<file path="src/sv/button_debounce_longpress_macros.svh">
// assertion macros for the button debounce block
// used by the top level; expects clk and rst_n in scope
`ifndef BUTTON_DEBOUNCE_LONGPRESS_MACROS_SVH
`define BUTTON_DEBOUNCE_LONGPRESS_MACROS_SVH

// same-cycle implication, off during reset
`define BDLP_ASSERT_IMP(lbl, ante, cons) \
  lbl: assert property (@(posedge clk) disable iff (!rst_n) (ante) |-> (cons)) \
    else $error("button debounce check failed");

// next-cycle implication, off during reset
`define BDLP_ASSERT_NXT(lbl, ante, cons) \
  lbl: assert property (@(posedge clk) disable iff (!rst_n) (ante) |=> (cons)) \
    else $error("button debounce check failed");

`endif

</file>
<file path="src/sv/bdlp_pkg.sv">
// shared types and constants for the button debounce block
// no dependencies
package bdlp_pkg;

  localparam int unsigned TIME_W  = 32;
  localparam int unsigned CFG_W   = 16;
  localparam int unsigned CFG_IDX_W = 2;

  // register indexes
  localparam logic [CFG_IDX_W-1:0] CFG_DEBOUNCE   = 2'd0;
  localparam logic [CFG_IDX_W-1:0] CFG_LONG_PRESS = 2'd1;
  localparam logic [CFG_IDX_W-1:0] CFG_ACTIVE     = 2'd2;

  // register reset values
  localparam logic [CFG_W-1:0] DEBOUNCE_RST   = 16'd50;
  localparam logic [CFG_W-1:0] LONG_PRESS_RST = 16'd1000;
  localparam logic             ACTIVE_RST     = 1'b0;

  typedef enum logic [1:0] {
    PH_STANDBY  = 2'd0,
    PH_PRESSED  = 2'd1,
    PH_PRESSING = 2'd2,
    PH_RELEASED = 2'd3
  } phase_t;

  typedef struct packed {
    logic [CFG_W-1:0] debounce_ms;
    logic [CFG_W-1:0] long_press_ms;
    logic             active_level;
  } cfg_t;

  typedef struct packed {
    phase_t            phase;
    logic [TIME_W-1:0] next_sample_ms;
    logic [TIME_W-1:0] press_start_ms;
    logic              long_reported;
  } state_t;

  typedef struct packed {
    logic   ev_pressed;
    logic   ev_pressing;
    logic   ev_long_press;
    logic   ev_released;
    logic   ev_clicked;
    phase_t phase;
  } result_t;

endpackage

</file>
<file path="src/sv/bdlp_channels.sv">
// valid/ready channel interfaces for the button debounce block
// depends on bdlp_pkg
interface bdlp_in_if;
  logic                           valid;
  logic                           ready;
  logic [bdlp_pkg::TIME_W-1:0]    now_ms;
  logic                           pin_level;

  modport source (output valid, output now_ms, output pin_level, input ready);
  modport sink   (input valid, input now_ms, input pin_level, output ready);
endinterface

interface bdlp_out_if;
  logic       valid;
  logic       ready;
  logic       ev_pressed;
  logic       ev_pressing;
  logic       ev_long_press;
  logic       ev_released;
  logic       ev_clicked;
  logic [1:0] phase;

  modport source (output valid, output ev_pressed, output ev_pressing,
                  output ev_long_press, output ev_released, output ev_clicked,
                  output phase, input ready);
  modport sink   (input valid, input ev_pressed, input ev_pressing,
                  input ev_long_press, input ev_released, input ev_clicked,
                  input phase, output ready);
endinterface

interface bdlp_cfg_if;
  logic                             valid;
  logic                             ready;
  logic [bdlp_pkg::CFG_IDX_W-1:0]   index;
  logic [bdlp_pkg::CFG_W-1:0]       data;

  modport source (output valid, output index, output data, input ready);
  modport sink   (input valid, input index, input data, output ready);
endinterface

</file>
<file path="src/sv/bdlp_step.sv">
// next-state and event logic for one poll of the debounce machine
// depends on bdlp_pkg
module bdlp_step (
  input  bdlp_pkg::cfg_t                  cfg,
  input  bdlp_pkg::state_t                state,
  input  logic [bdlp_pkg::TIME_W-1:0]     now_ms,
  input  logic                            pin_level,
  output bdlp_pkg::state_t                state_nxt,
  output bdlp_pkg::result_t               res
);

  logic                          held;
  logic                          sample_due;
  logic                          long_due;
  logic [bdlp_pkg::TIME_W-1:0]   rearm_ms;
  logic [bdlp_pkg::TIME_W-1:0]   long_at_ms;

  // level compare and time sums, all modulo 2^32
  assign held       = (pin_level == cfg.active_level);
  assign sample_due = (now_ms >= state.next_sample_ms);
  assign rearm_ms   = now_ms + bdlp_pkg::TIME_W'(cfg.debounce_ms);
  assign long_at_ms = state.press_start_ms + bdlp_pkg::TIME_W'(cfg.long_press_ms);
  assign long_due   = !state.long_reported && (long_at_ms <= now_ms);

  // phase machine
  always_comb begin
    state_nxt = state;
    res       = '0;
    priority if (state.phase == bdlp_pkg::PH_RELEASED) begin
      state_nxt.next_sample_ms = rearm_ms;
      state_nxt.phase          = bdlp_pkg::PH_STANDBY;
    end else if (sample_due) begin
      state_nxt.next_sample_ms = rearm_ms;
      unique case (state.phase)
        bdlp_pkg::PH_STANDBY: begin
          if (held) begin
            state_nxt.phase          = bdlp_pkg::PH_PRESSED;
            state_nxt.press_start_ms = now_ms;
            state_nxt.long_reported  = 1'b0;
            res.ev_pressed           = 1'b1;
          end
        end
        bdlp_pkg::PH_PRESSED, bdlp_pkg::PH_PRESSING: begin
          if (held) begin
            res.ev_pressing = 1'b1;
            // long press only from the held phase, once per hold
            if (state.phase == bdlp_pkg::PH_PRESSING && long_due) begin
              res.ev_long_press       = 1'b1;
              state_nxt.long_reported = 1'b1;
            end
            state_nxt.phase = bdlp_pkg::PH_PRESSING;
          end else begin
            state_nxt.phase         = bdlp_pkg::PH_RELEASED;
            state_nxt.long_reported = 1'b0;
            res.ev_released         = 1'b1;
            res.ev_clicked          = 1'b1;
          end
        end
        bdlp_pkg::PH_RELEASED: begin
          // handled above
        end
      endcase
    end else begin
      // sample time not reached yet, state holds
    end
    res.phase = state_nxt.phase;
  end

endmodule

</file>
<file path="src/sv/button_debounce_longpress.sv">
// Button debounce with long-press detection, one poll word in, one event word out.
// Accepted words go to the input register, then their results to the output register.
// Throughput: one word per cycle unless the output stalls; next state is combinational.
// An input register and an output register decouple the two sides under stall.
// Reset (synchronous, active low): phase released, times cleared, registers to defaults.
`include "button_debounce_longpress_macros.svh"

module button_debounce_longpress (
  input  logic       clk,
  input  logic       rst_n,
  bdlp_in_if.sink    in_ch,
  bdlp_out_if.source out_ch,
  bdlp_cfg_if.sink   cfg_ch
);

  bdlp_pkg::cfg_t                cfg_r;
  bdlp_pkg::state_t              state_r;
  bdlp_pkg::state_t              state_nxt;
  bdlp_pkg::result_t             res_nxt;
  bdlp_pkg::result_t             out_r;
  logic                          out_valid_r;
  logic                          s1_valid_r;
  logic [bdlp_pkg::TIME_W-1:0]   s1_now_r;
  logic                          s1_pin_r;
  logic                          advance;
  logic                          in_accept;

  // handshake: the input stage moves on when the output stage is free or draining
  assign advance      = s1_valid_r && (!out_valid_r || out_ch.ready);
  assign in_ch.ready  = !s1_valid_r || advance;
  assign in_accept    = in_ch.valid && in_ch.ready;
  assign cfg_ch.ready = 1'b1;

  // configuration registers
  always_ff @(posedge clk) begin
    if (!rst_n) begin
      cfg_r.debounce_ms   <= bdlp_pkg::DEBOUNCE_RST;
      cfg_r.long_press_ms <= bdlp_pkg::LONG_PRESS_RST;
      cfg_r.active_level  <= bdlp_pkg::ACTIVE_RST;
    end else if (cfg_ch.valid) begin
      unique case (cfg_ch.index)
        bdlp_pkg::CFG_DEBOUNCE:   cfg_r.debounce_ms   <= cfg_ch.data;
        bdlp_pkg::CFG_LONG_PRESS: cfg_r.long_press_ms <= cfg_ch.data;
        bdlp_pkg::CFG_ACTIVE:     cfg_r.active_level  <= cfg_ch.data[0];
        default: begin
          // unknown index, write dropped
        end
      endcase
    end
  end

  // input register
  always_ff @(posedge clk) begin
    if (!rst_n) begin
      s1_valid_r <= 1'b0;
    end else if (in_ch.ready) begin
      s1_valid_r <= in_ch.valid;
    end
  end

  always_ff @(posedge clk) begin
    if (in_accept) begin
      s1_now_r <= in_ch.now_ms;
      s1_pin_r <= in_ch.pin_level;
    end
  end

  bdlp_step u_step (
    .cfg       (cfg_r),
    .state     (state_r),
    .now_ms    (s1_now_r),
    .pin_level (s1_pin_r),
    .state_nxt (state_nxt),
    .res       (res_nxt)
  );

  // machine state, updated as each word passes to the output
  always_ff @(posedge clk) begin
    if (!rst_n) begin
      state_r.phase          <= bdlp_pkg::PH_RELEASED;
      state_r.next_sample_ms <= '0;
      state_r.press_start_ms <= '0;
      state_r.long_reported  <= 1'b0;
    end else if (advance) begin
      state_r <= state_nxt;
    end
  end

  // output register
  always_ff @(posedge clk) begin
    if (!rst_n) begin
      out_valid_r <= 1'b0;
    end else if (advance) begin
      out_valid_r <= 1'b1;
    end else if (out_ch.ready) begin
      out_valid_r <= 1'b0;
    end
  end

  always_ff @(posedge clk) begin
    if (advance) begin
      out_r <= res_nxt;
    end
  end

  assign out_ch.valid         = out_valid_r;
  assign out_ch.ev_pressed    = out_r.ev_pressed;
  assign out_ch.ev_pressing   = out_r.ev_pressing;
  assign out_ch.ev_long_press = out_r.ev_long_press;
  assign out_ch.ev_released   = out_r.ev_released;
  assign out_ch.ev_clicked    = out_r.ev_clicked;
  assign out_ch.phase         = out_r.phase;

  // checks
  `BDLP_ASSERT_IMP(a_long_only_held, state_r.long_reported,
                   state_r.phase == bdlp_pkg::PH_PRESSING)
  `BDLP_ASSERT_IMP(a_long_with_pressing, out_valid_r && out_r.ev_long_press,
                   out_r.ev_pressing && out_r.phase == bdlp_pkg::PH_PRESSING)
  `BDLP_ASSERT_IMP(a_release_click, out_valid_r && out_r.ev_released,
                   out_r.ev_clicked && out_r.phase == bdlp_pkg::PH_RELEASED)
  `BDLP_ASSERT_IMP(a_no_overrun, s1_valid_r && !advance, !in_accept)
  `BDLP_ASSERT_NXT(a_state_holds, !advance, $stable(state_r))

endmodule
</file>
<file path="src/flat_wrapper.sv">
// flat-port wrapper written by rule: the top's interface ports become plain ports
module button_debounce_longpress_flat 
  (clk, rst_n, in_ch_valid, in_ch_now_ms, in_ch_pin_level, in_ch_ready, out_ch_valid, out_ch_ev_pressed, out_ch_ev_pressing, out_ch_ev_long_press, out_ch_ev_released, out_ch_ev_clicked, out_ch_phase, out_ch_ready, cfg_ch_valid, cfg_ch_index, cfg_ch_data, cfg_ch_ready);
  bdlp_in_if in_ch_i ();
  bdlp_out_if out_ch_i ();
  bdlp_cfg_if cfg_ch_i ();
  input  logic clk;
  input  logic rst_n;
  input wire logic [$bits(in_ch_i.valid)-1:0] in_ch_valid;
  input wire logic [$bits(in_ch_i.now_ms)-1:0] in_ch_now_ms;
  input wire logic [$bits(in_ch_i.pin_level)-1:0] in_ch_pin_level;
  output wire logic [$bits(in_ch_i.ready)-1:0] in_ch_ready;
  output wire logic [$bits(out_ch_i.valid)-1:0] out_ch_valid;
  output wire logic [$bits(out_ch_i.ev_pressed)-1:0] out_ch_ev_pressed;
  output wire logic [$bits(out_ch_i.ev_pressing)-1:0] out_ch_ev_pressing;
  output wire logic [$bits(out_ch_i.ev_long_press)-1:0] out_ch_ev_long_press;
  output wire logic [$bits(out_ch_i.ev_released)-1:0] out_ch_ev_released;
  output wire logic [$bits(out_ch_i.ev_clicked)-1:0] out_ch_ev_clicked;
  output wire logic [$bits(out_ch_i.phase)-1:0] out_ch_phase;
  input wire logic [$bits(out_ch_i.ready)-1:0] out_ch_ready;
  input wire logic [$bits(cfg_ch_i.valid)-1:0] cfg_ch_valid;
  input wire logic [$bits(cfg_ch_i.index)-1:0] cfg_ch_index;
  input wire logic [$bits(cfg_ch_i.data)-1:0] cfg_ch_data;
  output wire logic [$bits(cfg_ch_i.ready)-1:0] cfg_ch_ready;
  assign in_ch_i.valid = in_ch_valid;
  assign in_ch_i.now_ms = in_ch_now_ms;
  assign in_ch_i.pin_level = in_ch_pin_level;
  assign in_ch_ready = in_ch_i.ready;
  assign out_ch_valid = out_ch_i.valid;
  assign out_ch_ev_pressed = out_ch_i.ev_pressed;
  assign out_ch_ev_pressing = out_ch_i.ev_pressing;
  assign out_ch_ev_long_press = out_ch_i.ev_long_press;
  assign out_ch_ev_released = out_ch_i.ev_released;
  assign out_ch_ev_clicked = out_ch_i.ev_clicked;
  assign out_ch_phase = out_ch_i.phase;
  assign out_ch_i.ready = out_ch_ready;
  assign cfg_ch_i.valid = cfg_ch_valid;
  assign cfg_ch_i.index = cfg_ch_index;
  assign cfg_ch_i.data = cfg_ch_data;
  assign cfg_ch_ready = cfg_ch_i.ready;
  button_debounce_longpress u_core (.clk(clk), .rst_n(rst_n), .in_ch(in_ch_i), .out_ch(out_ch_i), .cfg_ch(cfg_ch_i));
endmodule
</file>
<file path="config.mk">
export PLATFORM = sky130hd
export DESIGN_NAME = button_debounce_longpress_flat
export DESIGN_NICKNAME = d
export VERILOG_FILES = /design/src/sv/bdlp_pkg.sv /design/src/sv/bdlp_channels.sv /design/src/sv/bdlp_step.sv /design/src/sv/button_debounce_longpress.sv /design/src/flat_wrapper.sv
export VERILOG_INCLUDE_DIRS = /design/src /design/src/sv
export SDC_FILE = /design/constraint.sdc
export NUM_CORES = 1
export LEC_CHECK = 0
export ABC_AREA = 1
export BUFFER_PORTS_ARGS = -buffer_cell sky130_fd_sc_hd__buf_2
export CORE_MARGIN = 10
export CORE_UTILIZATION = 55
export DETAILED_ROUTE_END_ITERATION = 6
export PLACE_DENSITY = 0.83
export RECOVER_POWER = 25
export SLEW_MARGIN = 40
export SYNTH_ARGS = -nofsm -noshare
export SYNTH_HDL_FRONTEND = slang
export SYNTH_SLANG_ARGS = --single-unit
</file>
<file path="constraint.sdc">
create_clock -name clk -period 3.35 [get_ports clk]
set_input_delay 0.1675 -clock clk [delete_from_list [all_inputs] [get_ports clk]]
set_output_delay 0.1675 -clock clk [all_outputs]
set_load 0.05 [all_outputs]
</file>
==> impl_metrics.env, run 1 <==
export IMPL_status="completed"
export IMPL_crit_path_cell_trace="ha_4, a21oi_1, o21ai_1, a21oi_2, o21ai_2, buf_4, nand2_1, nand2_1, nand2_1, nand2_1, xor2_1, ha_1, nand2_1, inv_1, nand2_1, nor3_1, buf_4, nand2_1, nand2_1, nand2_1, nand2_1, nand2_1, nand2_2, nor3_1"
export IMPL_cpPeakStageDelay_ps=400
export IMPL_dieArea_sq_mm=0.0229
export IMPL_fillers=1379
export IMPL_cts_tree="yes"
export IMPL_via_per_inst=5.48
export IMPL_synth_top_area_cell="dfxtp_1"
export IMPL_placement_io_buffers=64
export IMPL_syn_instance_count=1354
export IMPL_dr_pass1_iters=5
export IMPL_regArea_sq_mm=0.00321
export IMPL_drt_wl_total_mm=27.4
export IMPL_drtIter0Drc=874
export IMPL_clk_latency_ps=440
export IMPL_fin_nets=1631
export IMPL_worst_pin_slew_ps=846
export IMPL_htree_levels=4
export IMPL_leakage_nw=5.57
export IMPL_numCtsBuffers=17
export IMPL_start_util_pct=56.7
export IMPL_ys_ff_latch=141
export IMPL_yosysTopAreaCellShare_pct=21.6
export IMPL_post_route_util_pct=68.0
export IMPL_die_w_um=151
export IMPL_wl_per_cell_um=16.1
export IMPL_critPathKind="register to register"
export IMPL_dieHeight_um=151
export IMPL_fin_skew_ps=12.1
export IMPL_min_period_over_period_pct=96.2
export IMPL_place_gp_congestion=0.994
export IMPL_fmax_mhz=310
export IMPL_grt_max_degree=33
export IMPL_required_ps=3530
export IMPL_ir_drop_mv=0.409
export IMPL_grt_ovfl_total=0
export IMPL_final_cell_mix="nand2_1 (329), nor2_1 (199), inv_1 (170)"
export IMPL_multiInputGateArea_sq_mm=0.00566
export IMPL_power_density_mw_per_mm2=415
export IMPL_antenna_found_initial=0
export IMPL_worstSetupStartpointType="register"
export IMPL_crit_fanout=4
export IMPL_arrival_ps=3410
export IMPL_grt_total_usage_pct=24.2
export IMPL_slew_violations=0
export IMPL_ys_seq_area_share_pct=34.0
export IMPL_cp_common_cell="nand2_1"
export IMPL_core_sq_mm=0.0167
export IMPL_netlist_area_sq_mm=0.00946
export IMPL_syn_num_nets=1513
export IMPL_ant_nets=0
export IMPL_areaGrowthSynthToFinish_pct=20.0
export IMPL_antenna_diode_count=0
export IMPL_synth_warning_count=0
export IMPL_synth_distinct_cells=40
export IMPL_io_pins=66
export IMPL_layout_commonest_cell="nand2_1"
export IMPL_critPathCaptureType="register"
export IMPL_vias=9342
export IMPL_root_buffer="clkbuf_16"
export IMPL_synthTopCellsByArea="dfxtp_1 (22%), nand2_1 (13%), ha_1 (13%)"
export IMPL_drc=0
export IMPL_total_power_mw=4.71
export IMPL_finalHoldViolations=0
export IMPL_drive_gt1_share_pct=12.3
export IMPL_period_needed_ps=3220
export IMPL_numClockSinks=141
export IMPL_grt_pass1_vias=9006
export IMPL_cts_buffer_depth=2
export IMPL_clk_pin_slew_ps=60
export IMPL_max_slew_margin_pct=43.3
export IMPL_grt_pass1_wl_mm=44.2
export IMPL_maxCapViolations=0
export IMPL_rows=47
export IMPL_crit_slowest_cell="dfxtp_1"
export IMPL_syn_area_per_cell_sq_um=6.99
export IMPL_setup_viol=0
export IMPL_hold_path_class="input port to register"
export IMPL_dpl_hpwl_mm=20.2
==> cells in the mapped netlist <==
master and count:
a211oi_1 1, a21o_1 6, a21oi_1 107, a21oi_2 1, a31oi_1 2, buf_1 1, buf_2 12, buf_4 5
buf_6 3, clkbuf_1 13, clkinv_1 2, conb_1 1, dfxtp_1 102, edfxtp_1 39, fa_1 2, ha_1 101
inv_1 171, inv_2 1, nand2_1 338, nand2_2 1, nand3_1 68, nand3_2 1, nand3b_1 2, nand4_1 19
nand4_4 1, nor2_1 205, nor2_2 1, nor3_1 23, nor4_1 5, o21a_1 5, o21ai_0 61, o21ai_1 2
o21ai_2 1, o21bai_1 2, o22ai_1 1, o31ai_1 1, or2_2 2, or3_1 1, xnor2_1 19, xor2_1 25
==> cells by family (layout without fill, tap and decap cells) <==
family | after synthesis | in the layout | synth area share, %
AO/OA/AOI/OAI | 190 | 190 | 10.6
XOR/XNOR | 44 | 44 | 4.07
adder cells (fa/ha/maj) | 103 | 103 | 13.8
buffers and inverters | 208 | 339 | 8.84
flip-flops | 141 | 141 | 34.0
other | 1 | 1 | 0.0396
AND/OR/NAND/NOR | 667 | 667 | 28.8
==> timing repair <==
| action | CTS | global route |
|---|---|---|
| gates resized for setup | 4 | 63 |
| setup buffers | 1 | 4 |
| cloned | 0 | 0 |
| hold buffers | 40 | 0 |
| hold endpoints to repair | 40 | 0 |
| endpoints found under the setup margin | 2 | 2 |
| pin swaps | 1 | 5 |
==> state kept, by name (all words and copies together), names as in the netlist <==
name                         cells
u_core.s1_now_r                 32
u_core.cfg_r                    33
u_core.out_ch.valid              1
u_core.out_ch.ev_clicked         1
u_core.state_r                  67
u_core.out_ch.phase              2
u_core.out_ch.ev_pressed         1
u_core.out_ch.ev_long_press      1
u_core.s1_pin_r                  1
u_core.out_ch.ev_pressing        1
u_core.s1_valid_r                1
==> worst max-delay path: cells and delay by family (launching register included) <==
| kind | cells | cell delay [ps] |
|---|---|---|
| adder cells (fa/ha/maj) | 2 | 520 |
| AO/OA/AOI/OAI | 4 | 650 |
| XOR/XNOR | 1 | 140 |
| AND/OR/NAND/NOR | 14 | 910 |
| flip-flops | 1 | 400 |
| buffers and inverters | 3 | 340 |
==> per-layer routing <==
metal  wire length, um  global-route usage (%)  share of wire, %  vias to the layer above
met5                 0                       0                 0                        -
met4               917                    9.62               3.3                        0
met3              1690                    4.24               6.2                       64
met2             13300                    41.4                49                      369
met1             11500                    29.7                42                     4297
li1                  -                       -                 -                     4612
==> layout make-up <==
cell class	instances	area share (%)
clock buffers	17	3.75
multi-input cells	1005	49.8
well taps	220	2.42
inverters	174	5.75
repair buffers	133	8.27
clock inverters	15	1.66
flip-flops and latches	141	28.3
==> power breakdown <==
| part | switching [mW] | leakage [nW] | internal [mW] | total (mW) |
|---|---|---|---|---|
| Sequential | 0.0754 | 1.21 | 1.84 | 1.92 |
| Clock | 0.866 | 0.305 | 1.14 | 2.01 |
| Combinational | 0.487 | 4.05 | 0.296 | 0.783 |
==> path summary, 6_finish.rpt <==
check | start | to | slack, ps | cells past startpoint
hold / removal | cfg_ch_data[6] | u_core.cfg_r[7] | 7 | 3
setup / recovery | u_core.state_r[6] | u_core.out_ch.ev_long_press | 130 | 24
setup reg to reg | u_core.state_r[6] | u_core.out_ch.ev_long_press | 130 | 24
hold reg to reg | u_core.state_r[45] | u_core.state_r[45] | 460 | 2
==> stage by stage <==
step	setup slack [ps]	setup TNS [ps]	area [sq um]	hold WS (ps)	std cells
detailed placement	-36.8	-54.9	10100	346	1628
global route	-144	-264	11400	7.09	1705
finish	126	0	11400	7.29	1705
CTS	15.3	0	11100	2.68	1701
floorplan	443	0	9460	266	1354
global placement	110	0	10100	344	1628
Power figures use the tool's default switching activity.
==> inputs of run 2 (changes only) <==
--- a/config.mk
+++ b/config.mk
@@ -9,9 +9,9 @@
 export ABC_AREA = 1
 export BUFFER_PORTS_ARGS = -buffer_cell sky130_fd_sc_hd__buf_2
 export CORE_MARGIN = 10
-export CORE_UTILIZATION = 55
+export CORE_UTILIZATION = 60
 export DETAILED_ROUTE_END_ITERATION = 6
-export PLACE_DENSITY = 0.83
+export PLACE_DENSITY = 0.88
 export RECOVER_POWER = 25
 export SLEW_MARGIN = 40
 export SYNTH_ARGS = -nofsm -noshare
==> run 2 against run 1 <==
The run now ends with negative hold slack, max-capacitance violations, max-slew violations left. Critical endpoint unchanged. Hold slack got worse by 9.0 ps. Final cell count decreased by 0.53%. Cell area about the same. Critical path depth unchanged. Count of clock-buffer cells in the layout unchanged. Highest routed layer unchanged. Via count increased by 0.25%. Die area decreased by 7.3%.
==> impl_metrics.env, run 2 (synthesized netlist as in run 1, its figures left out) <==
export IMPL_leakage_nw=5.57
export IMPL_r2r_start="u_core.state_r[4]"
export IMPL_crit_path_cell_trace="ha_1, a21oi_2, o21ai_1, a21oi_1, buf_4, o21ai_4, nand2_1, nand2_2, nand2_1, nand2_1, xor2_1, ha_1, nand2_1, inv_1, nand2_2, nor3_1, buf_4, nand2_1, nand2_1, nand2_1, nand2_1, nand2_2, nand2_2, nor3_1"
export IMPL_setup_viol=0
export IMPL_rr_worst_depth=24
export IMPL_place_gp_congestion=0.955
export IMPL_hold_start="cfg_ch_data[0]"
export IMPL_critPathCaptureType="register"
export IMPL_rows=45
export IMPL_cp_common_cell="nand2_1"
export IMPL_hold_slack_ps=-1.75
export IMPL_largestRegisters="u_core.state_r: 67 flops, u_core.cfg_r: 33 flops, u_core.s1_now_r: 32 flops"
export IMPL_antenna_found_initial=0
export IMPL_grt_pass1_vias=8905
export IMPL_regArea_sq_mm=0.00322
export IMPL_min_period_over_period_pct=97.6
export IMPL_vias=9365
export IMPL_root_buffer="clkbuf_16"
export IMPL_violations="negative hold slack, max-capacitance violations, max-slew violations"
export IMPL_numCtsBuffers=17
export IMPL_min_path_cells=3
export IMPL_io_pins=66
export IMPL_placement_io_buffers=64
export IMPL_hold_path_class="input port to register"
export IMPL_areaGrowthSynthToFinish_pct=19.9
export IMPL_dpl_hpwl_mm=19.5
export IMPL_setup_slack_ps=81.1
export IMPL_dieHeight_um=146
export IMPL_multiInputGateArea_sq_mm=0.00565
export IMPL_period_needed_ps=3270
export IMPL_fin_skew_ps=8.81
export IMPL_via_per_inst=5.52
export IMPL_numClockSinks=141
export IMPL_worst_pin_slew_ps=1760
export IMPL_ant_nets=0
export IMPL_dr_pass1_iters=6
export IMPL_grt_ovfl_total=0
export IMPL_slew_violations=73
export IMPL_clk_latency_ps=430
export IMPL_required_ps=3540
export IMPL_min_to="u_core.cfg_r[17]"
export IMPL_clk_pin_slew_ps=60
export IMPL_drive_gt1_share_pct=12.1
export IMPL_antenna_diode_count=0
export IMPL_r2r_end="u_core.out_ch.ev_long_press"
export IMPL_maxCapViolations=2
export IMPL_fin_nets=1631
export IMPL_power_density_mw_per_mm2=415
export IMPL_wl_per_cell_um=16.4
export IMPL_grt_pass1_wl_mm=43.7
export IMPL_max_slew_margin_pct=-17.6
export IMPL_cpPeakStageDelay_ps=380
export IMPL_crit_slowest_cell="ha_1"
export IMPL_fmax_mhz=306
export IMPL_largest_reg_flops=67
export IMPL_crit_fanout=3
export IMPL_worstSetupStartpointType="register"
export IMPL_cts_tree="yes"
export IMPL_die_w_um=146
export IMPL_layout_commonest_cell="nand2_1"
export IMPL_final_cell_mix="nand2_1 (327), nor2_1 (199), inv_1 (169)"
export IMPL_finalHoldViolations=1
export IMPL_status="complete, but fails checks"
export IMPL_cts_buffer_depth=2
export IMPL_tns_ps=0
export IMPL_r2r_setup_slack_ps=80
export IMPL_regMostFlops="u_core.state_r"
export IMPL_place_ws_ps=-102
export IMPL_drt_wl_total_mm=27.8
export IMPL_critPathKind="register to register"
export IMPL_dieArea_sq_mm=0.0212
export IMPL_start_util_pct=61.8
export IMPL_fillers=1210
export IMPL_drc=0
export IMPL_arrival_ps=3450
export IMPL_ir_drop_mv=0.398
export IMPL_grt_max_degree=65
export IMPL_core_sq_mm=0.0153
export IMPL_htree_levels=4
export IMPL_grt_total_usage_pct=25.0
export IMPL_drtIter0Drc=838
-- run 2: cell types whose count changed in the layout (fill, tap and decap cells not counted), moves of 3 or more --
cell,change
dfxtp_2,+3
clkinv_4,+3
dlygate4sd3_1,+6
inv_6,-3
dfxtp_1,-3
inv_8,-3
buf_4,-6
-- run 2: per-layer routing --
layer	up-vias	track usage (%)	share of wire (%)
met5	-	0	0
met4	0	11.1	3.9
met3	88	4.97	7.1
met2	420	41.9	48
met1	4241	30.5	41
li1	4616	-	-
-- run 2: metrics by stage --
stage	hold WS (ps)	util [%]	power (mW)	instances	area, sq um
finish	-1.75	74.1	4.71	1696	11300
global route	37.0	74.1	4.90	1696	11300
CTS	0.573	72.6	4.68	1695	11100
detailed placement	346	65.6	2.66	1617	10000
global placement	343	65.6	2.64	1617	10000
floorplan	266	-	2.45	1354	9460
-- run 2: cell type report --
type	count	share of cell area, %
multi-input combinational	1005	49.8
sequential	141	28.4
timing repair buffer	133	8.36
inverter	174	5.75
clock buffer	17	3.75
tap	211	2.33
clock inverter	15	1.64
-- run 2: worst max-delay path: cells and delay by family, from the launching register on --
family / cells / cell delay [ps]
adders and majority gates: 2 / 670
xor gates and xnor gates: 1 / 160
AOI/OAI and AO/OA: 4 / 510
DFF: 1 / 340
and+or+nand+nor: 14 / 930
buffers and inverters: 3 / 400
-- run 2: worst max-delay path by stage --
stage	from	endpoint	slack, ps	cells after the start
after floorplan	u_core.state_r[1]	u_core.out_ch.ev_long_press	440	19
after global placement	u_core.state_r[3]	u_core.out_ch.ev_long_press	70	20
after detailed placement	u_core.state_r[3]	u_core.out_ch.ev_long_press	-100	19
after CTS	u_core.state_r[1]	u_core.out_ch.ev_long_press	7	19
after global routing	u_core.state_r[4]	u_core.state_r[0]	-90	26
final	u_core.state_r[4]	u_core.out_ch.ev_long_press	80	24
-- run 2: repair_timing --
| action | in CTS | in global routing |
|---|---|---|
| hold endpoints to repair | 50 | 0 |
| pin swaps | 0 | 13 |
| gates resized for setup | 3 | 69 |
| setup buffers | 0 | 1 |
| setup endpoints to repair | 2 | 2 |
| hold buffers | 46 | 0 |
-- run 2: power breakdown --
group          internal (mW)  switching [mW]
Clock                   1.18           0.814
Sequential              1.84          0.0800
Combinational          0.301           0.491
Total                   3.33            1.39
